File: src/rtl/uer_pkg.sv
// ----------------------------------------------------------------------------
// Ultrasonic echo ranger package
// Shared types and constants for the ranging controller.
// ----------------------------------------------------------------------------
package uer_pkg;

   localparam int TICK_W  = 16;
   localparam int CHAN_W  = 4;
   localparam int DIST_W  = 19;
   localparam int STAT_W  = 2;
   localparam int CSR_IDX_W = 2;

   localparam logic [TICK_W-1:0] TRIGGER_TICKS = 16'd10;

   // 0.0343 / 2 * 256 cm per tick with a 10-bit fraction.
   localparam int DIST_MULT  = 4496;
   localparam int DIST_SHIFT = 10;
   localparam logic [DIST_W-1:0] DIST_MAX = 19'h7FFFF;

   // Configuration register indexes.
   localparam logic [CSR_IDX_W-1:0] CSR_TIMEOUT  = 2'd0;
   localparam logic [CSR_IDX_W-1:0] CSR_MIN_DIST = 2'd1;
   localparam logic [CSR_IDX_W-1:0] CSR_MAX_DIST = 2'd2;

   localparam logic [TICK_W-1:0] TIMEOUT_RESET  = 16'd25000;
   localparam logic [DIST_W-1:0] MIN_DIST_RESET = 19'd512;
   localparam logic [DIST_W-1:0] MAX_DIST_RESET = 19'd102400;

   // Range status codes.
   localparam logic [STAT_W-1:0] ST_OK    = 2'd0;
   localparam logic [STAT_W-1:0] ST_BELOW = 2'd1;
   localparam logic [STAT_W-1:0] ST_ABOVE = 2'd2;

   typedef struct packed {
      logic              start_req;
      logic [CHAN_W-1:0] trigger_channel;
      logic [CHAN_W-1:0] echo_channel;
      logic              echo_level;
   } req_item_type;

   // One tick's control outputs plus the raw pulse width for ranging.
   typedef struct packed {
      logic              trigger_level;
      logic              pin_is_output;
      logic [CHAN_W-1:0] mux_address;
      logic              busy_res;
      logic              done_res;
      logic [TICK_W-1:0] width;
   } tick_type;

   typedef struct packed {
      logic              trigger_level;
      logic              pin_is_output;
      logic [CHAN_W-1:0] mux_address;
      logic              busy_res;
      logic              done_res;
      logic [DIST_W-1:0] distance;
      logic [STAT_W-1:0] range_status;
   } rsp_item_type;

endpackage

File: src/rtl/uer_ctrl.sv
// ----------------------------------------------------------------------------
// Ultrasonic echo ranger sequencer
// Steps the trigger / wait / measure sequence once per tick word and
// registers the tick's control outputs together with the pulse width.
// ----------------------------------------------------------------------------
module uer_ctrl (
   input  logic                          clock,
   input  logic                          reset,
   input  logic                          in_valid,
   input  uer_pkg::req_item_type         in_item,
   output logic                          take,
   input  logic [uer_pkg::TICK_W-1:0]    timeout_ticks,
   output logic                          mid_valid,
   output uer_pkg::tick_type             mid_item,
   input  logic                          mid_ready
);
   import uer_pkg::*;

   localparam logic [1:0] PH_IDLE = 2'd0;
   localparam logic [1:0] PH_TRIG = 2'd1;
   localparam logic [1:0] PH_WAIT = 2'd2;
   localparam logic [1:0] PH_MEAS = 2'd3;

   logic [1:0]        phase_ff, phase_in;
   logic [TICK_W-1:0] elapsed_ff, elapsed_in;
   logic [TICK_W-1:0] rise_ff, rise_in;
   logic [CHAN_W-1:0] held_trig_ff, held_trig_in;
   logic [CHAN_W-1:0] held_echo_ff, held_echo_in;
   logic              mid_valid_ff, mid_valid_in;
   tick_type          mid_ff, mid_in;
   logic              stage_ready;
   logic [TICK_W-1:0] elapsed_inc;
   logic              timed_out;

   assign stage_ready = !mid_valid_ff || mid_ready;
   assign take        = in_valid && stage_ready;
   assign elapsed_inc = elapsed_ff + 1'b1;
   assign timed_out   = (elapsed_ff >= timeout_ticks);

   always_comb begin
      phase_in     = phase_ff;
      elapsed_in   = elapsed_ff;
      rise_in      = rise_ff;
      held_trig_in = held_trig_ff;
      held_echo_in = held_echo_ff;

      mid_in.trigger_level = 1'b0;
      mid_in.pin_is_output = 1'b0;
      mid_in.mux_address   = held_echo_ff;
      mid_in.busy_res      = 1'b0;
      mid_in.done_res      = 1'b0;
      mid_in.width         = '0;

      unique case (phase_ff)
         PH_IDLE: begin
            if (in_item.start_req) begin
               held_trig_in         = in_item.trigger_channel;
               held_echo_in         = in_item.echo_channel;
               phase_in             = PH_TRIG;
               elapsed_in           = TICK_W'(1);
               mid_in.trigger_level = 1'b1;
               mid_in.pin_is_output = 1'b1;
               mid_in.mux_address   = in_item.trigger_channel;
               mid_in.busy_res      = 1'b1;
            end
         end
         PH_TRIG: begin
            mid_in.trigger_level = 1'b1;
            mid_in.pin_is_output = 1'b1;
            mid_in.mux_address   = held_trig_ff;
            mid_in.busy_res      = 1'b1;
            if (elapsed_inc >= TRIGGER_TICKS) begin
               phase_in   = PH_WAIT;
               elapsed_in = '0;
            end else begin
               elapsed_in = elapsed_inc;
            end
         end
         PH_WAIT: begin
            if (timed_out) begin
               mid_in.done_res = 1'b1;
               phase_in        = PH_IDLE;
               elapsed_in      = '0;
            end else if (in_item.echo_level) begin
               mid_in.busy_res = 1'b1;
               rise_in         = elapsed_ff;
               phase_in        = PH_MEAS;
            end else begin
               mid_in.busy_res = 1'b1;
               elapsed_in      = elapsed_inc;
            end
         end
         PH_MEAS: begin
            if (!in_item.echo_level || timed_out) begin
               mid_in.done_res = 1'b1;
               mid_in.width    = elapsed_ff - rise_ff;
               phase_in        = PH_IDLE;
               elapsed_in      = '0;
            end else begin
               mid_in.busy_res = 1'b1;
               elapsed_in      = elapsed_inc;
            end
         end
      endcase
   end

   always_comb begin
      mid_valid_in = mid_valid_ff;
      if (take) begin
         mid_valid_in = 1'b1;
      end else if (mid_ready) begin
         mid_valid_in = 1'b0;
      end
   end

   always_ff @(posedge clock) begin
      if (reset) begin
         phase_ff     <= PH_IDLE;
         elapsed_ff   <= '0;
         rise_ff      <= '0;
         held_trig_ff <= '0;
         held_echo_ff <= '0;
         mid_valid_ff <= 1'b0;
      end else begin
         mid_valid_ff <= mid_valid_in;
         if (take) begin
            phase_ff     <= phase_in;
            elapsed_ff   <= elapsed_in;
            rise_ff      <= rise_in;
            held_trig_ff <= held_trig_in;
            held_echo_ff <= held_echo_in;
         end
      end
   end

   always_ff @(posedge clock) begin
      if (take) begin
         mid_ff <= mid_in;
      end
   end

   assign mid_valid = mid_valid_ff;
   assign mid_item  = mid_ff;

   // The trigger pulse count never reaches its end value while in the pulse.
   a_trig_count: assert property (@(posedge clock) disable iff (reset)
      phase_ff == PH_TRIG |-> elapsed_ff < TRIGGER_TICKS)
      else $error("trigger count out of range");

   // A start taken in idle always begins the trigger pulse.
   a_start: assert property (@(posedge clock) disable iff (reset)
      take && phase_ff == PH_IDLE && in_item.start_req |=> phase_ff == PH_TRIG)
      else $error("start did not enter trigger phase");

   // Sequencer state only moves when a tick word is consumed.
   a_hold: assert property (@(posedge clock) disable iff (reset)
      !take |=> $stable(phase_ff) && $stable(elapsed_ff))
      else $error("sequencer advanced without a tick");

   // A finished measurement is never reported as busy or triggering.
   a_done: assert property (@(posedge clock) disable iff (reset)
      mid_valid_ff && mid_ff.done_res |-> !mid_ff.busy_res && !mid_ff.trigger_level)
      else $error("done tick flagged busy");
endmodule

File: src/rtl/uer_range.sv
// ----------------------------------------------------------------------------
// Ultrasonic echo ranger distance stage
// Converts the pulse width to 1/256 cm, checks the limits and holds the
// result word in the output register.
// ----------------------------------------------------------------------------
module uer_range #(
   parameter int WIDTH_BITS = 16
) (
   input  logic                          clock,
   input  logic                          reset,
   input  logic                          mid_valid,
   input  uer_pkg::tick_type             mid_item,
   output logic                          mid_ready,
   input  logic [uer_pkg::DIST_W-1:0]    min_distance,
   input  logic [uer_pkg::DIST_W-1:0]    max_distance,
   output logic                          rsp_valid,
   output uer_pkg::rsp_item_type         rsp_item,
   input  logic                          rsp_ready
);
   import uer_pkg::*;

   // The raw width is a tick count, so only its low bits can survive the mask.
   localparam int KW     = (WIDTH_BITS < TICK_W) ? WIDTH_BITS : TICK_W;
   localparam int PROD_W = KW + 13;

   logic [KW-1:0]     width_kept;
   logic [PROD_W-1:0] product;
   logic [PROD_W-1:0] dist_full;
   logic [DIST_W-1:0] dist_sat;
   logic              out_valid_ff, out_valid_in;
   rsp_item_type      out_ff, out_in;

   assign width_kept = mid_item.width[KW-1:0];
   assign product    = PROD_W'(width_kept) * PROD_W'(DIST_MULT);
   assign dist_full  = product >> DIST_SHIFT;
   assign dist_sat   = (dist_full > PROD_W'(DIST_MAX)) ? DIST_MAX : dist_full[DIST_W-1:0];

   assign mid_ready = !out_valid_ff || rsp_ready;

   always_comb begin
      out_in.trigger_level = mid_item.trigger_level;
      out_in.pin_is_output = mid_item.pin_is_output;
      out_in.mux_address   = mid_item.mux_address;
      out_in.busy_res      = mid_item.busy_res;
      out_in.done_res      = mid_item.done_res;
      out_in.distance      = '0;
      out_in.range_status  = ST_OK;
      if (mid_item.done_res) begin
         out_in.distance = dist_sat;
         if (dist_sat < min_distance) begin
            out_in.range_status = ST_BELOW;
         end else if (dist_sat > max_distance) begin
            out_in.range_status = ST_ABOVE;
         end
      end
   end

   always_comb begin
      out_valid_in = out_valid_ff;
      if (mid_valid && mid_ready) begin
         out_valid_in = 1'b1;
      end else if (rsp_ready) begin
         out_valid_in = 1'b0;
      end
   end

   always_ff @(posedge clock) begin
      if (reset) begin
         out_valid_ff <= 1'b0;
      end else begin
         out_valid_ff <= out_valid_in;
      end
   end

   always_ff @(posedge clock) begin
      if (mid_valid && mid_ready) begin
         out_ff <= out_in;
      end
   end

   assign rsp_valid = out_valid_ff;
   assign rsp_item  = out_ff;

   // Only a done tick carries a distance and a status.
   a_idle_zero: assert property (@(posedge clock) disable iff (reset)
      out_valid_ff && !out_ff.done_res |-> out_ff.distance == '0 && out_ff.range_status == ST_OK)
      else $error("result fields set without done");

   // A below-minimum status always matches the stored distance.
   a_below: assert property (@(posedge clock) disable iff (reset)
      out_valid_ff && out_ff.range_status == ST_BELOW |-> out_ff.distance < min_distance)
      else $error("below status inconsistent with distance");

   // A stalled result word is not overwritten.
   a_stall: assert property (@(posedge clock) disable iff (reset)
      out_valid_ff && !rsp_ready |=> out_valid_ff && $stable(out_ff))
      else $error("stalled result changed");
endmodule

File: src/rtl/ultrasonic_echo_ranger_top.sv
// Each accepted tick word yields one result word, after the sequencer and distance stages.
// Throughput: one tick word per cycle while the result side is ready, set by the single-pass sequencer step.
// Pipeline is input register, sequencer register, distance/output register.
// Reset clears the sequencer to idle with zero counters and channels.
// Reset loads timeout 25000, minimum 512 and maximum 102400 into the registers.
// ----------------------------------------------------------------------------
// Ultrasonic echo ranger top level
// Trigger pulse generation, echo timing and distance checking per tick word.
// ----------------------------------------------------------------------------
module ultrasonic_echo_ranger_top #(
   parameter int WIDTH_BITS = 16
) (
   input  logic                              clock,
   input  logic                              reset,
   // req_tdata, from bit 0: start_req, trigger_channel[3:0], echo_channel[3:0],
   // echo_level, zero fill.
   input  logic                              req_tvalid,
   output logic                              req_tready,
   input  logic [15:0]                       req_tdata,
   // rsp_tdata, from bit 0: trigger_level, pin_is_output, mux_address[3:0],
   // busy_res, done_res, distance[18:0], range_status[1:0], zero fill.
   output logic                              rsp_tvalid,
   input  logic                              rsp_tready,
   output logic [31:0]                       rsp_tdata,
   input  logic                              csr_valid,
   output logic                              csr_ready,
   input  logic [uer_pkg::CSR_IDX_W-1:0]     csr_index,
   input  logic [uer_pkg::DIST_W-1:0]        csr_data
);
   import uer_pkg::*;

   logic              in_valid_ff, in_valid_in;
   req_item_type      in_ff;
   logic              take;
   logic [TICK_W-1:0] timeout_ff;
   logic [DIST_W-1:0] min_dist_ff;
   logic [DIST_W-1:0] max_dist_ff;
   logic              mid_valid;
   tick_type          mid_item;
   logic              mid_ready;
   rsp_item_type      rsp_item;

   assign csr_ready = 1'b1;

   always_ff @(posedge clock) begin
      if (reset) begin
         timeout_ff  <= TIMEOUT_RESET;
         min_dist_ff <= MIN_DIST_RESET;
         max_dist_ff <= MAX_DIST_RESET;
      end else if (csr_valid) begin
         unique case (csr_index)
            CSR_TIMEOUT:  timeout_ff  <= csr_data[TICK_W-1:0];
            CSR_MIN_DIST: min_dist_ff <= csr_data;
            CSR_MAX_DIST: max_dist_ff <= csr_data;
            default: ;
         endcase
      end
   end

   assign req_tready = !in_valid_ff || take;

   always_comb begin
      in_valid_in = in_valid_ff;
      if (req_tvalid && req_tready) begin
         in_valid_in = 1'b1;
      end else if (take) begin
         in_valid_in = 1'b0;
      end
   end

   always_ff @(posedge clock) begin
      if (reset) begin
         in_valid_ff <= 1'b0;
      end else begin
         in_valid_ff <= in_valid_in;
      end
   end

   always_ff @(posedge clock) begin
      if (req_tvalid && req_tready) begin
         in_ff.start_req       <= req_tdata[0];
         in_ff.trigger_channel <= req_tdata[4:1];
         in_ff.echo_channel    <= req_tdata[8:5];
         in_ff.echo_level      <= req_tdata[9];
      end
   end

   uer_ctrl u_ctrl (
      .clock         (clock),
      .reset         (reset),
      .in_valid      (in_valid_ff),
      .in_item       (in_ff),
      .take          (take),
      .timeout_ticks (timeout_ff),
      .mid_valid     (mid_valid),
      .mid_item      (mid_item),
      .mid_ready     (mid_ready)
   );

   uer_range #(
      .WIDTH_BITS (WIDTH_BITS)
   ) u_range (
      .clock        (clock),
      .reset        (reset),
      .mid_valid    (mid_valid),
      .mid_item     (mid_item),
      .mid_ready    (mid_ready),
      .min_distance (min_dist_ff),
      .max_distance (max_dist_ff),
      .rsp_valid    (rsp_tvalid),
      .rsp_item     (rsp_item),
      .rsp_ready    (rsp_tready)
   );

   assign rsp_tdata = {3'b000,
                       rsp_item.range_status,
                       rsp_item.distance,
                       rsp_item.done_res,
                       rsp_item.busy_res,
                       rsp_item.mux_address,
                       rsp_item.pin_is_output,
                       rsp_item.trigger_level};
endmodule

File: config.mk
export PLATFORM = sky130hd
export DESIGN_NAME = ultrasonic_echo_ranger_top
export DESIGN_NICKNAME = d
export VERILOG_FILES = /design/src/rtl/uer_pkg.sv /design/src/rtl/uer_ctrl.sv /design/src/rtl/uer_range.sv /design/src/rtl/ultrasonic_echo_ranger_top.sv
export SDC_FILE = /design/constraint.sdc
export NUM_CORES = 1
export LEC_CHECK = 0
export BUFFER_PORTS_ARGS = -buffer_cell sky130_fd_sc_hd__buf_2
export CORE_MARGIN = 10
export CORE_UTILIZATION = 55
export DETAILED_ROUTE_END_ITERATION = 12
export GPL_ROUTABILITY_DRIVEN = 0
export GPL_TIMING_DRIVEN = 0
export HOLD_SLACK_MARGIN = 0.08
export PLACE_DENSITY = 0.73
export SLEW_MARGIN = 20
export SYNTH_ARGS = -nofsm -noshare
export SYNTH_HDL_FRONTEND = slang
export SYNTH_SLANG_ARGS = --single-unit
File: constraint.sdc
create_clock -name clock -period 5.4 [get_ports clock]
set_input_delay 1.08 -clock clock [delete_from_list [all_inputs] [get_ports clock]]
set_output_delay 1.08 -clock clock [all_outputs]
set_load 0.01 [all_outputs]
==> metrics.md <==
| Metric | Value |
|---|---|
| Most Crowded Layer GR | `met2` |
| Hold slack final | `0.420 ns` |
| Die X | `158 µm` |
| Sum of negative setup slack | `-0.0426 ns` |
| Final Max Slew Viols | `0` |
| Diode insertion count for antenna repair | `0` |
| Die Area | `25100 µm²` |
| Die Y-Extent | `158 µm` |
| Largest stage delay, worst path | `0.56 ns` |
| Initial Util | `0.562` |
| Leakage power figure | `5.33 nW` |
| Launch instance of the worst min-delay path | `u_ctrl.mid_item[17]` |
| Area growth syn-to-layout | `18.8%` |
| Detailed-route vias per instance | `5.57` |
| Num CTS Buffers | `17` |
| Share of final-layout standard cells stronger than drive strength 1 | `0.183` |
| Routed via count | `8460` |
| Wire length of the first global-routing pass | `41900 µm` |
| Failing checks | `negative setup slack` |
| Count of hold-fix buffers inserted at cts | `0` |
| Crit-path leading delay family | `compound AO/OA/AOI/OAI gates` |
| Core ar. | `18800 µm²` |
| Gr usage total | `0.210` |
| Clock period minus final worst setup slack | `5.44 ns` |
| Worst setup margin | `-0.0426 ns` |
| Buffer depth of the longest clock path | `2` |
| Cell area power density | `282 nW/µm²` |
| Worst min-delay path category | `reg -> reg` |
| Worst-path cell chain | `buf_4 > buf_4 > ha_4 > fa_1 > inv_1 > fa_1 > inv_1 > ha_4 > a21oi_1 > o21ai_1 > o311a_4 > o211ai_1 > nand2_1 > xnor2_2 > ha_1 > a21o_1 > a21o_1 > a21oi_2 > o211ai_1 > a221oi_2 > a2111oi_4` |
| Worst Path Max Fanout | `5` |
| Post-synthesis cell area | `10500 µm²` |
| Mean instance size in the synthesized netlist | `9.23 µm²` |
| Sequential area share after synthesis | `0.362` |
| Number of nets at the end of the flow | `1474` |
| H-tree depth | `4` |
| Data required time at the worst endpoint | `5.56 ns` |
| Setup repair after global routing missed its margin | `true` |
| Most common flop cell mapped by yosys | `sky130_fd_sc_hd__dfxtp_1` |
| Number of unique standard cell types used by synthesis | `79` |
| Commonest non-fill, non-tap cells in the layout | `sky130_fd_sc_hd__inv_1 (140), sky130_fd_sc_hd__nand2_1 (120), sky130_fd_sc_hd__ha_1 (117)` |
| Warning count from the yosys run | `0` |
| Kind of end point of the critical path | `flip-flop` |
| Final number of setup-violating endpoints | `1` |
| Count of routing violations after the opening detailed-route iteration | `559` |
| Number of routed nets with antenna violations | `0` |
| PortBufs | `66` |
| # rows | `50` |
| Clk slew on worst S/H paths | `0.07 ns` |
| Top-level port count | `77` |
| Clk Tree Root Cell | `sky130_fd_sc_hd__clkbuf_16` |
| Vias in the first global route | `8379` |
| Remaining max-slew budget at the tightest pin | `0.471` |
| Worst setup SP type | `flip-flop` |
| Largest net degree at the start of global routing | `23` |
| TritonCTS clock tree | `built` |
| Final setup skew | `0.0132 ns` |
| Measured slew at the worst slew-check pin | `0.793 ns` |
| Async set-or-reset flop fraction in the synthesized netlist | `0` |
| Final design instance area without fill | `12500 µm²` |
| Setup Crit Path Kind | `reg -> reg` |
| Post-detailed-route wirelength per cell | `17.5 µm` |
| Max stage delay cell, worst path | `sky130_fd_sc_hd__fa_1` |
| Most common cell after layout, fill and taps aside | `sky130_fd_sc_hd__inv_1` |
| Outcome | `complete, but fails checks` |
| Post-detailed-route DRC marker count | `0` |
| Placed cell area | `11200 µm²` |
| Worst setup timing slack at the placement stage | `-0.316 ns` |
| Clock Sinks | `160` |
| Number of antenna violations at the first check in global routing | `0` |
| Reported max-cap violation count | `0` |
| CP Buf/Inv Count | `4` |
| Launching instance or port of the critical path | `u_ctrl.mid_item[5]` |
| Hold Violations, Final | `0` |
| Total iterations of the first detailed-routing run | `5` |
| Final period utilization | `1.01` |
| Number of register bits inferred by synthesis | `160` |
| Aggregate routed wire length | `26500 µm` |
| Worst vdd rail ir drop | `0.230 mV` |
| Met1 usage | `0.252` |
| Origin of the critical flop-to-flop path | `u_ctrl.mid_item[5]` |
| Number of enable flip-flop cells after synthesis | `61` |
| DP HPWL | `19200 µm` |
| Met3 demand-to-capacity share in global routing | `0.0380` |
| Util after Layout | `0.668` |
| Later-pin clock latency in the skew report | `0.43 ns` |
| Post-synthesis instance total | `1143` |
| Data arrival time at the worst-slack endpoint | `5.60 ns` |
| Highest Clock Rate | `0.184 GHz` |
| GR met2 Demand/Resource | `0.376` |
| GR Overflow Total | `0` |
[worst reg2reg max path, cell delays in order (launching register included)]
cell and delay, ns:
sky130_fd_sc_hd__edfxtp_1 0.45, sky130_fd_sc_hd__buf_4 0.18, sky130_fd_sc_hd__buf_4 0.14, sky130_fd_sc_hd__ha_4 0.24, sky130_fd_sc_hd__fa_1 0.56, sky130_fd_sc_hd__inv_1 0.08
sky130_fd_sc_hd__fa_1 0.53, sky130_fd_sc_hd__inv_1 0.06, sky130_fd_sc_hd__ha_4 0.24, sky130_fd_sc_hd__a21oi_1 0.17, sky130_fd_sc_hd__o21ai_1 0.16, sky130_fd_sc_hd__o311a_4 0.40
sky130_fd_sc_hd__o211ai_1 0.25, sky130_fd_sc_hd__nand2_1 0.15, sky130_fd_sc_hd__xnor2_2 0.17, sky130_fd_sc_hd__ha_1 0.31, sky130_fd_sc_hd__a21o_1 0.18, sky130_fd_sc_hd__a21o_1 0.18
sky130_fd_sc_hd__a21oi_2 0.15, sky130_fd_sc_hd__o211ai_1 0.14, sky130_fd_sc_hd__a221oi_2 0.36, sky130_fd_sc_hd__a2111oi_4 0.09
[cells by family after synthesis]
group / after synthesis / synth area share
AOI/OAI and AO/OA: 236 / 0.150
xor gates and xnor gates: 33 / 0.0274
buffers and inverters: 191 / 0.0748
other: 2 / 0.000712
DFF: 160 / 0.362
adders and majority gates: 161 / 0.208
muxes: 24 / 0.0228
and+or+nand+nor: 336 / 0.155
[per-layer routing]
layer	share of wire	vias up
met5	0	-
met4	0.026	0
met3	0.047	51
met2	0.51	228
met1	0.42	3986
li1	-	4195
[cell usage after synthesis (6+ instances only)]
cell,n,area (µm²)
sky130_fd_sc_hd__a211o_1,12,105
sky130_fd_sc_hd__a21o_1,15,113
sky130_fd_sc_hd__a21oi_1,94,470
sky130_fd_sc_hd__a22o_1,10,87.6
sky130_fd_sc_hd__and2_1,22,138
sky130_fd_sc_hd__buf_2,6,30.0
sky130_fd_sc_hd__clkbuf_1,25,93.8
sky130_fd_sc_hd__dfxtp_1,99,1980
sky130_fd_sc_hd__edfxtp_1,61,1830
sky130_fd_sc_hd__fa_1,24,480
sky130_fd_sc_hd__ha_1,137,1710
sky130_fd_sc_hd__inv_1,146,548
sky130_fd_sc_hd__mux2i_1,24,240
sky130_fd_sc_hd__nand2_1,120,450
sky130_fd_sc_hd__nand3_1,18,90.1
sky130_fd_sc_hd__nand4_1,12,75.1
sky130_fd_sc_hd__nor2_1,87,327
sky130_fd_sc_hd__nor2b_1,19,119
sky130_fd_sc_hd__nor3_1,13,65.1
sky130_fd_sc_hd__o211ai_1,8,60.1
sky130_fd_sc_hd__o21a_1,9,67.6
sky130_fd_sc_hd__o21ai_0,29,145
sky130_fd_sc_hd__o2bb2ai_1,10,87.6
sky130_fd_sc_hd__xnor2_1,23,201
sky130_fd_sc_hd__xor2_1,10,87.6
[flip-flops by register name, indices dropped and copies added (netlist names)]
register and cells:
u_range.rsp_item 28, u_ctrl.mid_item 23, max_dist_ff 19, min_dist_ff 19, timeout_ff 16, u_ctrl.elapsed_ff 16, u_ctrl.rise_ff 16, in_ff 10
u_ctrl.held_echo_ff 4, u_ctrl.held_trig_ff 4, u_ctrl.phase_ff 2, in_valid_ff 1, u_ctrl.mid_valid 1, u_range.rsp_valid 1
[final timing paths]
path                                to  slack [ns]  cells past startpoint
hold reg to reg   u_range.rsp_item[22]        0.42                      0
setup reg to reg   u_range.rsp_item[1]       -0.04                     21
setup / recovery   u_range.rsp_item[1]       -0.04                     21
hold / removal    u_range.rsp_item[22]        0.42                      0
[metrics by stage]
| step | power (mW) | instances |
|---|---|---|
| global route | 3.73 | 1518 |
| floorplan | 1.99 | 1145 |
| finish | 3.54 | 1518 |
| global placement | 2.21 | 1445 |
| CTS | 3.42 | 1496 |
| detailed placement | 2.24 | 1447 |
[report_power, final]
| part | switching, mW | internal [mW] |
|---|---|---|
| Combinational | 0.596 | 0.490 |
| Clock | 0.522 | 0.597 |
| Sequential | 0.0253 | 1.31 |
[cell type report]
cell class / instances / area, µm²
buffer: 45 / 241
clock buffer: 19 / 433
clock inverter: 13 / 104
fill: 1472 / 6240
inverter: 146 / 548
multi-input combinational: 794 / 6420
sequential: 160 / 3810
tap: 234 / 293
timing repair buffer: 107 / 681
[what timing repair did]
action	in CTS	in global routing
endpoints found under the hold margin	0	0
setup endpoints to repair	2	2
setup buffers	17	22
cloned	0	0
pin swaps	14	42
resized for setup	30	46
Power figures use the tool's default switching activity.
